### src/rtl/core/crank_24x_angle_decoder_defines.svh
// Assertion macros shared by the crank decoder modules.
`ifndef CRANK_24X_ANGLE_DECODER_DEFINES_SVH
`define CRANK_24X_ANGLE_DECODER_DEFINES_SVH

// Asserts that an antecedent implies a consequent in the same cycle.
`define CAD_ASSERT_IMP(label, clk, rst_n, ante, cons, msg) \
    label: assert property (@(posedge clk) disable iff (!rst_n) (ante) |-> (cons)) \
        else $error(msg);

// Asserts that an antecedent implies a consequent in the next cycle.
`define CAD_ASSERT_NEXT(label, clk, rst_n, ante, cons, msg) \
    label: assert property (@(posedge clk) disable iff (!rst_n) (ante) |=> (cons)) \
        else $error(msg);

`endif

### src/rtl/core/cad_pkg.sv
// Package with item types, sequencer codes and the base angle table of the crank decoder.
package cad_pkg;

    typedef struct packed {
        logic        req_type;
        logic [31:0] tick;
        logic        level;
    } in_item_t;

    typedef struct packed {
        logic [15:0] angle_q7;
        logic        angle_valid;
    } out_item_t;

    typedef struct packed {
        logic        start;
        logic [31:0] dividend_hi;
        logic [31:0] dividend_lo;
        logic [31:0] divisor;
    } div_req_t;

    typedef struct packed {
        logic        done;
        logic [63:0] quotient;
    } div_rsp_t;

    localparam logic REQ_EDGE  = 1'b0;
    localparam logic REQ_QUERY = 1'b1;

    localparam logic [31:0] HALF_RANGE   = 32'h8000_0000;
    localparam logic [31:0] ILLEGAL_MASK = 32'h0464_2A10;
    localparam logic [15:0] ANGLE_MAX    = 16'hFFFF;

    function automatic logic [8:0] base_angle(input logic [4:0] pat, input logic lvl);
        logic [8:0] b0;
        logic [8:0] b1;
        begin
            unique case (pat)
                5'd0:  begin b0 = 9'd15;  b1 = 9'd18;  end
                5'd1:  begin b0 = 9'd0;   b1 = 9'd12;  end
                5'd2:  begin b0 = 9'd345; b1 = 9'd357; end
                5'd3:  begin b0 = 9'd255; b1 = 9'd258; end
                5'd5:  begin b0 = 9'd330; b1 = 9'd342; end
                5'd6:  begin b0 = 9'd240; b1 = 9'd252; end
                5'd7:  begin b0 = 9'd180; b1 = 9'd183; end
                5'd8:  begin b0 = 9'd285; b1 = 9'd288; end
                5'd10: begin b0 = 9'd315; b1 = 9'd327; end
                5'd12: begin b0 = 9'd225; b1 = 9'd237; end
                5'd14: begin b0 = 9'd165; b1 = 9'd177; end
                5'd15: begin b0 = 9'd105; b1 = 9'd108; end
                5'd16: begin b0 = 9'd30;  b1 = 9'd33;  end
                5'd17: begin b0 = 9'd270; b1 = 9'd282; end
                5'd19: begin b0 = 9'd195; b1 = 9'd198; end
                5'd20: begin b0 = 9'd300; b1 = 9'd312; end
                5'd23: begin b0 = 9'd120; b1 = 9'd123; end
                5'd24: begin b0 = 9'd45;  b1 = 9'd48;  end
                5'd25: begin b0 = 9'd210; b1 = 9'd222; end
                5'd27: begin b0 = 9'd135; b1 = 9'd138; end
                5'd28: begin b0 = 9'd60;  b1 = 9'd63;  end
                5'd29: begin b0 = 9'd150; b1 = 9'd162; end
                5'd30: begin b0 = 9'd75;  b1 = 9'd78;  end
                5'd31: begin b0 = 9'd90;  b1 = 9'd102; end
                default: begin b0 = 9'd0; b1 = 9'd0; end
            endcase
            base_angle = lvl ? b1 : b0;
        end
    endfunction

    // Since 16 and 256 are both 1 modulo 15, summing hex digits keeps the residue.
    function automatic logic [3:0] pulse_deg(input logic [8:0] base, input logic first_long);
        logic [4:0] s;
        logic [4:0] f;
        logic [4:0] r;
        begin
            s = {1'b0, base[3:0]} + {1'b0, base[7:4]} + {4'b0000, base[8]};
            f = {1'b0, s[3:0]} + {4'b0000, s[4]};
            r = (f >= 5'd15) ? f - 5'd15 : f;
            if (r == 5'd0)
            begin
                pulse_deg = first_long ? 4'd12 : 4'd3;
            end
            else
            begin
                pulse_deg = r[3:0];
            end
        end
    endfunction

endpackage

### src/rtl/core/cad_divider.sv
// Restoring divider that produces a 64-bit quotient one bit per cycle.
module cad_divider (
    input  logic              clk,
    input  logic              rst_n,
    input  cad_pkg::div_req_t req,
    output cad_pkg::div_rsp_t rsp
);
    `include "crank_24x_angle_decoder_defines.svh"

    logic [63:0] quot_reg;
    logic [63:0] quot_next;
    logic [32:0] rem_reg;
    logic [32:0] rem_next;
    logic [31:0] dsor_reg;
    logic [6:0]  cnt_reg;
    logic [6:0]  cnt_next;
    logic        busy_reg;
    logic        busy_next;
    logic        done_reg;
    logic        done_next;
    logic [32:0] trial;
    logic [33:0] diff;

    always_comb
    begin
        trial = {rem_reg[31:0], quot_reg[63]};
        diff  = {1'b0, trial} - {2'b00, dsor_reg};
        quot_next = quot_reg;
        rem_next  = rem_reg;
        cnt_next  = cnt_reg;
        busy_next = busy_reg;
        done_next = 1'b0;
        if (req.start)
        begin
            quot_next = {req.dividend_hi, req.dividend_lo};
            rem_next  = '0;
            cnt_next  = 7'd0;
            busy_next = 1'b1;
        end
        else if (busy_reg)
        begin
            if (!diff[33])
            begin
                rem_next  = diff[32:0];
                quot_next = {quot_reg[62:0], 1'b1};
            end
            else
            begin
                rem_next  = trial;
                quot_next = {quot_reg[62:0], 1'b0};
            end
            cnt_next = cnt_reg + 7'd1;
            if (cnt_reg == 7'd63)
            begin
                busy_next = 1'b0;
                done_next = 1'b1;
            end
        end
    end

    always_ff @(posedge clk or negedge rst_n)
    begin
        if (!rst_n)
        begin
            cnt_reg  <= '0;
            busy_reg <= 1'b0;
            done_reg <= 1'b0;
        end
        else
        begin
            cnt_reg  <= cnt_next;
            busy_reg <= busy_next;
            done_reg <= done_next;
        end
    end

    always_ff @(posedge clk)
    begin
        quot_reg <= quot_next;
        rem_reg  <= rem_next;
        if (req.start)
        begin
            dsor_reg <= req.divisor;
        end
    end

    assign rsp.done     = done_reg;
    assign rsp.quotient = quot_reg;

    `CAD_ASSERT_NEXT(a_done_pulse, clk, rst_n, done_reg, !done_reg, "done held two cycles")
    `CAD_ASSERT_IMP(a_done_idle, clk, rst_n, done_reg, !busy_reg, "done while busy")
    `CAD_ASSERT_NEXT(a_start_busy, clk, rst_n, req.start, busy_reg, "start did not set busy")

endmodule

### src/rtl/core/crank_24x_angle_decoder.sv
// Top level of the 24-tooth crank angle decoder: edge ring memory and query sequencer.
//
// Usage: one input channel (in_valid, in_stall, in_data) carries edge and query items.
// An edge item writes the next ring slot and gives no result.
// A query item gives exactly one result item on the output channel (out_valid,
// out_stall, out_data). A query walks back over the ring past each edge that is
// later than the query, reads the anchor and the eleven entries behind it, then
// runs a bit-serial divider. A decoded query passes through S_HEAD, S_WALK, S_HIST,
// S_PREP, S_CALC, S_DIV and S_RESULT, where its result is registered; failed queries
// end sooner in S_FAIL. The next item can be accepted once the result is registered
// and the sequencer is back in S_IDLE. Ring reads and the serial divider set the pace.
// Items are taken one at a time; in_stall is high while an item is in work.
// The result waits in an output register; while out_stall is high the next item
// may still be accepted and processed up to the point where its own result is ready.
// Reset clears the ring valid bits and the head pointer; no clearing pass is needed.
// Unwritten ring entries may be read: only the anchor and eighth older entry are checked.
module crank_24x_angle_decoder #(
    parameter int RING_DEPTH = 16,
    parameter int FRAC_BITS  = 7
) (
    input  logic                 clk,
    input  logic                 rst_n,
    input  logic                 in_valid,
    output logic                 in_stall,
    input  cad_pkg::in_item_t    in_data,
    output logic                 out_valid,
    input  logic                 out_stall,
    output cad_pkg::out_item_t   out_data
);
    `include "crank_24x_angle_decoder_defines.svh"

    localparam int IW = $clog2(RING_DEPTH);

    localparam logic [3:0] S_IDLE   = 4'd0;
    localparam logic [3:0] S_EDGE   = 4'd1;
    localparam logic [3:0] S_HEAD   = 4'd2;
    localparam logic [3:0] S_WALK   = 4'd3;
    localparam logic [3:0] S_HIST   = 4'd4;
    localparam logic [3:0] S_CALC   = 4'd5;
    localparam logic [3:0] S_DIV    = 4'd6;
    localparam logic [3:0] S_RESULT = 4'd7;
    localparam logic [3:0] S_FAIL   = 4'd8;
    localparam logic [3:0] S_PREP   = 4'd9;

    logic [31:0] mem_time [RING_DEPTH];
    logic        mem_level [RING_DEPTH];
    logic [RING_DEPTH-1:0] valid_reg;
    logic [IW-1:0] head_reg;
    logic [IW-1:0] head_next;
    logic [IW-1:0] head_inc;
    logic        edge_fire;

    logic [3:0]  state_reg;
    logic [3:0]  state_next;
    logic [31:0] tick_reg;
    logic [IW-1:0] addr_reg;
    logic [IW-1:0] addr_next;
    logic [IW-1:0] anchor_reg;
    logic [IW-1:0] anchor_next;
    logic [3:0]  cnt_reg;
    logic [3:0]  cnt_next;
    logic        rd_en;
    logic [31:0] rd_time_reg;
    logic        rd_level_reg;
    logic        rd_pend_reg;
    logic [31:0] hist_t_reg [12];
    logic        hist_l_reg [12];
    logic        hist_v8_reg;

    logic        out_valid_reg;
    logic        out_valid_next;
    cad_pkg::out_item_t out_reg;
    cad_pkg::out_item_t out_next;

    cad_pkg::div_req_t div_req;
    cad_pkg::div_rsp_t div_rsp;
    logic [8:0]  base_reg;
    logic        calc_ok_reg;
    logic [31:0] ivl_reg;
    logic [35:0] prod_reg;

    logic [4:0]  pat;
    logic [8:0]  base_c;
    logic [3:0]  pd_c;
    logic [31:0] ivl_c;
    logic [31:0] elap_c;
    logic        in_fire;
    logic [64:0] sum_c;

    function automatic logic [IW-1:0] ring_inc(input logic [IW-1:0] a);
        begin
            ring_inc = (a == IW'(RING_DEPTH - 1)) ? '0 : a + IW'(1);
        end
    endfunction

    function automatic logic [IW-1:0] ring_dec(input logic [IW-1:0] a);
        begin
            ring_dec = (a == '0) ? IW'(RING_DEPTH - 1) : a - IW'(1);
        end
    endfunction

    function automatic logic is_long(input logic [3:0] k);
        logic [3:0]  f;
        logic [31:0] per;
        logic [31:0] hi;
        begin
            f = k;
            if (hist_l_reg[f])
            begin
                f = f + 4'd1;
            end
            per = hist_t_reg[f] - hist_t_reg[f + 4'd2];
            hi  = hist_t_reg[f] - hist_t_reg[f + 4'd1];
            is_long = hi > {1'b0, per[31:1]};
        end
    endfunction

    assign in_fire   = in_valid && !in_stall;
    assign in_stall  = (state_reg != S_IDLE);
    assign head_inc  = ring_inc(head_reg);
    assign edge_fire = in_fire && in_data.req_type == cad_pkg::REQ_EDGE;

    always_ff @(posedge clk)
    begin
        if (edge_fire)
        begin
            mem_time[head_inc]  <= in_data.tick;
            mem_level[head_inc] <= in_data.level;
        end
        if (rd_en)
        begin
            rd_time_reg  <= mem_time[addr_next];
            rd_level_reg <= mem_level[addr_next];
        end
    end

    always_ff @(posedge clk or negedge rst_n)
    begin
        if (!rst_n)
        begin
            valid_reg   <= '0;
            head_reg    <= '0;
            state_reg   <= S_IDLE;
            out_valid_reg <= 1'b0;
            rd_pend_reg <= 1'b0;
        end
        else
        begin
            if (edge_fire)
            begin
                valid_reg[head_inc] <= 1'b1;
            end
            head_reg      <= head_next;
            state_reg     <= state_next;
            out_valid_reg <= out_valid_next;
            rd_pend_reg   <= rd_en;
        end
    end

    always_comb
    begin
        pat = {is_long(4'd0), is_long(4'd2), is_long(4'd4), is_long(4'd6), is_long(4'd8)};
        base_c = cad_pkg::base_angle(pat, hist_l_reg[0]);
        pd_c   = cad_pkg::pulse_deg(base_c, pat[4]);
        ivl_c  = hist_t_reg[0] - hist_t_reg[1];
        elap_c = tick_reg - hist_t_reg[0];
        sum_c  = {1'b0, div_rsp.quotient} + (65'(base_reg) << FRAC_BITS);
    end

    always_comb
    begin
        state_next  = state_reg;
        head_next   = head_reg;
        addr_next   = addr_reg;
        anchor_next = anchor_reg;
        cnt_next    = cnt_reg;
        rd_en       = 1'b0;
        out_valid_next = out_valid_reg && out_stall;
        out_next    = out_reg;
        div_req.start       = 1'b0;
        div_req.dividend_hi = 32'(prod_reg >> (32 - FRAC_BITS));
        div_req.dividend_lo = 32'(prod_reg << FRAC_BITS);
        div_req.divisor     = ivl_reg;
        unique case (state_reg)
            S_IDLE:
            begin
                if (in_fire)
                begin
                    if (in_data.req_type == cad_pkg::REQ_EDGE)
                    begin
                        head_next  = head_inc;
                        state_next = S_EDGE;
                    end
                    else
                    begin
                        addr_next  = head_reg;
                        rd_en      = 1'b1;
                        state_next = S_HEAD;
                    end
                end
            end
            S_EDGE:
            begin
                state_next = S_IDLE;
            end
            S_HEAD:
            begin
                if (!valid_reg[addr_reg])
                begin
                    state_next = S_FAIL;
                end
                else
                begin
                    anchor_next = addr_reg;
                    state_next  = S_WALK;
                end
            end
            S_WALK:
            begin
                if ((tick_reg - rd_time_reg) > cad_pkg::HALF_RANGE)
                begin
                    addr_next = ring_dec(anchor_reg);
                    if (!valid_reg[addr_next] || addr_next == head_reg)
                    begin
                        state_next = S_FAIL;
                    end
                    else
                    begin
                        anchor_next = addr_next;
                        rd_en = 1'b1;
                        state_next = S_HEAD;
                    end
                end
                else
                begin
                    cnt_next  = 4'd0;
                    addr_next = anchor_reg;
                    rd_en     = 1'b1;
                    state_next = S_HIST;
                end
            end
            S_HIST:
            begin
                if (rd_pend_reg)
                begin
                    if (cnt_reg == 4'd11)
                    begin
                        state_next = S_PREP;
                    end
                    else
                    begin
                        cnt_next  = cnt_reg + 4'd1;
                        addr_next = ring_dec(addr_reg);
                        rd_en     = 1'b1;
                    end
                end
            end
            S_PREP:
            begin
                state_next = S_CALC;
            end
            S_CALC:
            begin
                if (!hist_v8_reg || !calc_ok_reg)
                begin
                    state_next = S_FAIL;
                end
                else
                begin
                    div_req.start = 1'b1;
                    state_next = S_DIV;
                end
            end
            S_DIV:
            begin
                if (div_rsp.done)
                begin
                    state_next = S_RESULT;
                end
            end
            S_RESULT:
            begin
                if (!out_valid_reg || !out_stall)
                begin
                    out_valid_next = 1'b1;
                    out_next.angle_valid = 1'b1;
                    out_next.angle_q7 = (sum_c > 65'(cad_pkg::ANGLE_MAX))
                        ? cad_pkg::ANGLE_MAX : sum_c[15:0];
                    state_next = S_IDLE;
                end
            end
            S_FAIL:
            begin
                if (!out_valid_reg || !out_stall)
                begin
                    out_valid_next = 1'b1;
                    out_next.angle_valid = 1'b0;
                    out_next.angle_q7 = '0;
                    state_next = S_IDLE;
                end
            end
            default:
            begin
                state_next = S_IDLE;
            end
        endcase
    end

    always_ff @(posedge clk)
    begin
        addr_reg   <= addr_next;
        anchor_reg <= anchor_next;
        cnt_reg    <= cnt_next;
        out_reg    <= out_next;
        if (in_fire)
        begin
            tick_reg <= in_data.tick;
        end
        if (state_reg == S_HIST && rd_pend_reg)
        begin
            hist_t_reg[cnt_reg] <= rd_time_reg;
            hist_l_reg[cnt_reg] <= rd_level_reg;
            if (cnt_reg == 4'd8)
            begin
                hist_v8_reg <= valid_reg[addr_reg];
            end
        end
        if (state_reg == S_CALC)
        begin
            base_reg <= base_c;
        end
        calc_ok_reg <= !cad_pkg::ILLEGAL_MASK[pat] && (ivl_c != 32'd0);
        ivl_reg  <= ivl_c;
        prod_reg <= 36'(elap_c) * 36'(pd_c);
    end

    cad_divider u_div (
        .clk   (clk),
        .rst_n (rst_n),
        .req   (div_req),
        .rsp   (div_rsp)
    );

    assign out_valid = out_valid_reg;
    assign out_data  = out_reg;

    `CAD_ASSERT_IMP(a_busy_stall, clk, rst_n, state_reg != S_IDLE, in_stall, "item taken while busy")
    `CAD_ASSERT_NEXT(a_edge_head, clk, rst_n, edge_fire, valid_reg[head_reg], "edge slot not valid")
    `CAD_ASSERT_NEXT(a_out_hold, clk, rst_n, out_valid_reg && out_stall, out_valid_reg && $stable(out_reg), "result lost under stall")

endmodule

### config.mk
export PLATFORM = sky130hd
export DESIGN_NAME = crank_24x_angle_decoder
export DESIGN_NICKNAME = d
export VERILOG_FILES = /design/src/rtl/core/cad_pkg.sv /design/src/rtl/core/cad_divider.sv /design/src/rtl/core/crank_24x_angle_decoder.sv
export VERILOG_INCLUDE_DIRS = /design/src /design/src/rtl/core
export SDC_FILE = /design/constraint.sdc
export NUM_CORES = 2
export LEC_CHECK = 0
export BUFFER_PORTS_ARGS = -buffer_cell sky130_fd_sc_hd__clkbuf_2
export CAP_MARGIN = 20
export CORE_ASPECT_RATIO = 0.7
export CORE_UTILIZATION = 25
export DETAILED_ROUTE_END_ITERATION = 16
export RECOVER_POWER = 25
export SYNTH_ARGS = -nofsm -noshare
export SYNTH_HDL_FRONTEND = slang
export SYNTH_SLANG_ARGS = --single-unit
### constraint.sdc
create_clock -name clk -period 40.9 [get_ports clk]
set_input_delay 8.18 -clock clk [delete_from_list [all_inputs] [get_ports clk]]
set_output_delay 8.18 -clock clk [all_outputs]
set_load 0.1 [all_outputs]
# Yosys cells after proc, flatten, opt, wreduce, memory -nomap -nowiden
# Memories as Yosys holds them, arrays and structs flattened. A register that Yosys moved wholly into a read port is not among the register bits.
# Cells that the tools add are included.
# totals
register_bits	303
ram_bits	924
mem_bits_ro	608
output_inout_bits	19
elab_cells	212
memories	6
# memory_table
memory	words	word_bits	rd	rd_clocked_by_memory_dff	wr	line	rtl
(name not given)	32	18	1	0	0	cad_pkg.sv:38	unique case (pat)
mem_time	16	32	1	1	1	crank_24x_angle_decoder.sv:45	logic [31:0] mem_time [RING_DEPTH];
hist_t_reg	12	32	17	0	1	crank_24x_angle_decoder.sv:66	logic [31:0] hist_t_reg [12];
(name not given)	32	1	1	0	0	crank_24x_angle_decoder.sv:332	calc_ok_reg <= !cad_pkg::ILLEGAL_MASK[pat] && (ivl_c != 32'd0);
mem_level	16	1	1	1	1	crank_24x_angle_decoder.sv:46	logic mem_level [RING_DEPTH];
hist_l_reg	12	1	5	0	1	crank_24x_angle_decoder.sv:67	logic hist_l_reg [12];
# classes
addsub	34
mul	1
order_cmp	13
n_eq_ne	25
muxes	75
bitwise_logic	2
reduce_logical	33
# ops
op	n
subtractor 32 bit	13
greater-than comparator 32 x 31 -> 1 bit	5
two-way mux 4 bit	25
two-way mux 43 bit	2
adder 64 x 16 -> 65 bit	1
greater-than comparator 65 x 16 -> 1 bit (second input constant)	1
multiplier 32 x 4 -> 36 bit	1
two-way mux 17 bit	2
case mux 17 bit (2 select lines)	1
subtractor 33 x 32 -> 34 bit	1
greater-than comparator 32 bit (second input constant)	1
two-way mux 32 bit	1
case mux 4 bit (8 select lines)	1
nonzero test 32 bit	1
two-way mux 1 bit	30
adder 4 x 1 -> 4 bit (second input constant)	7
adder 4 x 2 -> 4 bit (second input constant)	5
== test 4 bit (second input constant)	5
!= test 2 bit (second input constant)	10
== test 4 x 3 -> 1 bit (second input constant)	4
two-way mux 16 bit	1
OR 16 bit	1
case mux 4 bit (2 select lines)	2
less-than comparator 4 x 5 -> 1 bit (second input constant)	3
other kinds (34)	59

# Logic depth before layout (Yosys ltp)
# An unclocked memory read counts as a cell.
# depth
depth_word	16
mapped_depth	78

# Modules after synthesis
# Synthesis repeated with hierarchy kept, for this count alone.
# hier_totals
cells_unflattened	7488
area_unflattened_um2	80813.8
# by_module_without_submodules
module	n_inst	cells_per_inst	area_per_inst_um2
crank_24x_angle_decoder	1	6810	73319.1
cad_divider	1	678	7494.7

# Least setup slack after synthesis
# OpenSTA, ideal clock, no wires.
# synth_path
path_kind	register to register
start	memory hist_l_reg[8]
end	register prod_reg[34]
arrival_ns	14.967
t_required_ns	40.782
slack_ns	25.815
stages_incl_launch_ff	72
path_buffers	5
synth_period_minus_slack_ns	15.085
cell_sequence	edfxtp_1 > clkbuf_1 > clkbuf_1 > buf_1 > mux2i_1 > ha_1 > a31o_1 > a21o_1 > a21oi_1 > o211ai_1 > a41o_1 > a2111o_1 > a31oi_1 > nor2_1 > a311o_1 > a221o_1 > o41ai_2 > xnor2_1 > [... 36 more ...] > fa_1 > inv_1 > fa_1 > nor2b_1 > o21ai_0 > a21boi_0 > o21a_1 > o21ai_0 > a21oi_1 > o21ai_0 > a21oi_1 > o211ai_1 > a31oi_1 > a41o_1 > o21a_1 > o21ai_0 > nor2b_1 > xnor2_1
# synth_rtl
item	line	rtl
start: declaration	crank_24x_angle_decoder.sv:67	
end signal: assignment	crank_24x_angle_decoder.sv:334	prod_reg <= 36'(elap_c) * 36'(pd_c);
end: declaration	crank_24x_angle_decoder.sv:80	logic [35:0] prod_reg;

==> qor.txt <==
======================================================================================================
Max-cap viol count ......................................................................            8
Residual antenna-violating net count after detailed routing .............................            0
Flip-flop count of the largest register, all copies and words added .....................          512
Fraction of the yosys area taken by sequential cells ....................................        45.4%
Number of levels in the clock H-tree ....................................................            3
Iteration count of the initial detailed-routing pass ....................................            6
Synthesized Nets ........................................................................         7862
Post-cts resize count ...................................................................            0
Layout overhead on the synthesized area .................................................        11.8%
Hold worst-path end ..................................................................... u_div.dsor_reg[4]
Hold-fix buffer count after cts .........................................................            0
Worst-case clock buffer depth ...........................................................            3
Reg2reg end ............................................................................. prod_reg[28]
Latest clock arrival within the worst-skew pair .........................................      0.85 ns
Cell type contributing the most total cell area after synthesis .........................     edfxtp_1
Result of the run ....................................................................... complete, but fails checks
Total core area ......................................................................... 315000 sq um
Global-route track usage on met2 ........................................................        18.9%
Cells taking the most area after synthesis .............................................. edfxtp_1, ha_1, mux2i_1
Required arrival time at the worst endpoint .............................................     41.54 ns
Fmax ....................................................................................   0.0523 GHz
DP Worst Slack ..........................................................................     22.04 ns
Global routing's busiest layer ..........................................................         met1
Register share of total power ...........................................................        36.9%
Worst Clk Skew ..........................................................................     0.131 ns
Initial core utilization ................................................................        25.3%
Unrepaired setup endpoints after global routing .........................................           no
Die boundary height .....................................................................       474 um
GR Layer Usage met3 .....................................................................        3.04%
Number of distinct library cells after synthesis ........................................           97
Post-layout worst setup margin ..........................................................     21.77 ns
Most Frequent Cell on Critical Path .....................................................      a21oi_1
Peak fanout along the critical path .....................................................           32
Worst-case register-to-register setup slack .............................................     21.77 ns
Kind of path behind the tightest hold check .............................................   reg -> reg
Worst flop-to-flop path startpoint ...................................................... hist_l_reg[8]
Via count of the first global-routing pass ..............................................        52900
Startpoint type of the worst setup path .................................................     register
Worst Path Class, Setup .................................................................   reg -> reg
Worst path buffer plus inverter count ...................................................            7
Residual DRC ............................................................................            0
Yosys Warn Count ........................................................................            0
Pint ....................................................................................    0.00299 W
Gate count of the mapped netlist ........................................................         7087
Final wirelength ........................................................................    222000 um
Clock share of power ....................................................................        24.2%
Critical Path Slowest Stage Cell ........................................................       nor3_1
GR Util All Layers ......................................................................        13.4%
Final RePlAce weighted congestion .......................................................        0.928
Max-slew violation count ................................................................          196
Combinational Power Share ...............................................................        38.9%
Synth Flop Type .........................................................................     edfxtp_1
Endpoints failing setup .................................................................            0
Tcrit/Tclk final ........................................................................        46.8%
Worst slew pin tran .....................................................................      2.46 ns
Length in cells of the worst reg-to-reg path ............................................           73
Final core utilization ..................................................................        28.2%
Layout cells sized above 1 ..............................................................        8.16%
Worst VDD drop ..........................................................................    0.0779 mV
DRT iter0 DRCs ..........................................................................         5571
Syn_area_per_cell .......................................................................   11.2 sq um
Family with the most delay on the worst path ............................................ compound AO/OA/AOI/OAI gates
Total I/O pin count .....................................................................           57
Leading cell types in the layout, fill and taps excluded ................................ edfxtp_1, mux2i_1, ha_1
Post-DR vias/cell .......................................................................         4.88
Proportion of total power due to net switching ..........................................        37.7%
Minimum period implied by the final worst setup slack ...................................     19.13 ns
Worst Hold Slack ........................................................................     0.399 ns
Remaining max-slew budget at the tightest pin ...........................................       -64.0%
Total power density per cell area ....................................................... 54.0 nW/um^2
Clock buffer count from CTS .............................................................          118
Clock transition at the register clock pins on the worst setup and hold paths after CTS .      0.07 ns
Synth top area share ....................................................................        40.9%
Grt met1 use ............................................................................        20.7%
Antenna violations before repair ........................................................           38
Via count ...............................................................................        55600
Average routed wire per standard cell ...................................................      19.5 um
Hold Path Stages ........................................................................            0
Share of synthesized registers carrying an async set or reset ...........................        2.79%
Final sum of negative setup slack .......................................................         0 ns
Library cell used as clock root buffer ..................................................    clkbuf_16
Sort of element at the end of the critical path .........................................     register
Count of standard-cell rows .............................................................          172
Final nets ..............................................................................         7899
NetSw ...................................................................................    0.00181 W
Quantity of I/O buffers inserted on ports ...............................................           56
Sink count of the clock tree ............................................................         1253
Count of flip-flops with a built-in enable after synthesis ..............................         1085
Final total power .......................................................................    0.00481 W
Start point of the worst min-delay path .................................................   ivl_reg[4]
Die Outline Area ........................................................................ 321000 sq um
Total leakage power .....................................................................      34.7 nW
Post-CTS Setup Inserts ..................................................................            0
First-pass GRT wire length ..............................................................    333000 um
Violated checks ......................................................................... capacitance limit, slew limit
TritonCTS clock tree ....................................................................        built
Area of the mapped netlist ..............................................................  79600 sq um
Crit path arrival time ..................................................................     19.77 ns
Die X ...................................................................................       677 um
Number of flip-flops and latches in the synthesized netlist .............................         1253
Final Hold Fails ........................................................................            0
Worst path max stage delay ..............................................................      0.89 ns
Total grt overflow ......................................................................            0
Most common cell after layout, fill and taps aside ......................................     edfxtp_1
Final HPWL DP ...........................................................................    163000 um
Pin count of the biggest net entering global routing ....................................          133
======================================================================================================
## routing by layer
layer  vias to the layer above  wire length, um
met3                       222            19400
li1                      26500                -
met4                         8             3020
met1                     27300           111000
met2                      1596            88300
met5                         -               53
## stage by stage
stage,instances,instance area [sq um]
after global routing,11400,89000
after CTS,11400,89100
after detailed placement,11200,85100
after floorplan,7087,79600
after global placement,11200,85000
final,11400,89000
## cell type report
cell class                 count  area [sq um]
tap                         4176          5230
fill                       32200        226000
sequential                  1253         36100
multi-input combinational   5274         41500
antenna                        4          10.0
inverter                     349          1310
clock inverter                71           892
timing repair buffer         128           841
clock buffer                 147          3130
## kinds of logic (layout without fill, tap and decap cells)
| logic type | after synthesis | count (layout) | share of synthesized area [%] |
|---|---|---|---|
| buf+inv | 560 | 695 | 2.80 |
| other cells | 0 | 4 | 0 |
| fa+ha+maj | 737 | 737 | 12.3 |
| xor+xnor | 445 | 445 | 4.90 |
| mux | 938 | 938 | 12.7 |
| simple gates | 1682 | 1682 | 10.2 |
| flops | 1253 | 1253 | 45.4 |
| compound gates | 1472 | 1472 | 11.7 |
## worst max-delay path by stage
stage,startpoint,to,slack [ns],cells past startpoint
after global routing,hist_l_reg[8],prod_reg[28],20.47,73
after detailed placement,hist_l_reg[8],prod_reg[28],22.04,66
final,hist_l_reg[8],prod_reg[28],21.77,73
after global placement,hist_l_reg[8],prod_reg[28],21.94,66
after CTS,hist_l_reg[8],prod_reg[28],21.92,66
after floorplan,hist_l_reg[8],prod_reg[34],25.82,71
## power by group through the flow
stage | combinational, W | clock, W | sequential [W]
CTS | 0.00187 | 0.00119 | 0.00177
finish | 0.00187 | 0.00116 | 0.00177
detailed placement | 0.00186 | 0 | 0.00180
global route | 0.00205 | 0.00124 | 0.00178
floorplan | 0.00142 | 0 | 0.00169
global placement | 0.00183 | 0 | 0.00180
## Yosys cell counts, types with 103 or more instances
| cell type | count |
|---|---|
| edfxtp_1 | 1085 |
| mux2i_1 | 759 |
| ha_1 | 660 |
| nor2_1 | 493 |
| a21oi_1 | 455 |
| nand2_1 | 394 |
| inv_1 | 347 |
| o21ai_0 | 313 |
| xnor2_1 | 266 |
| a21o_1 | 179 |
| xor2_1 | 179 |
| nand3_1 | 160 |
| clkbuf_1 | 135 |
| dfxtp_1 | 133 |
| mux2_2 | 133 |
| nor3_1 | 118 |
| o21a_1 | 103 |
No activity file was read; power rests on OpenSTA's default activity.
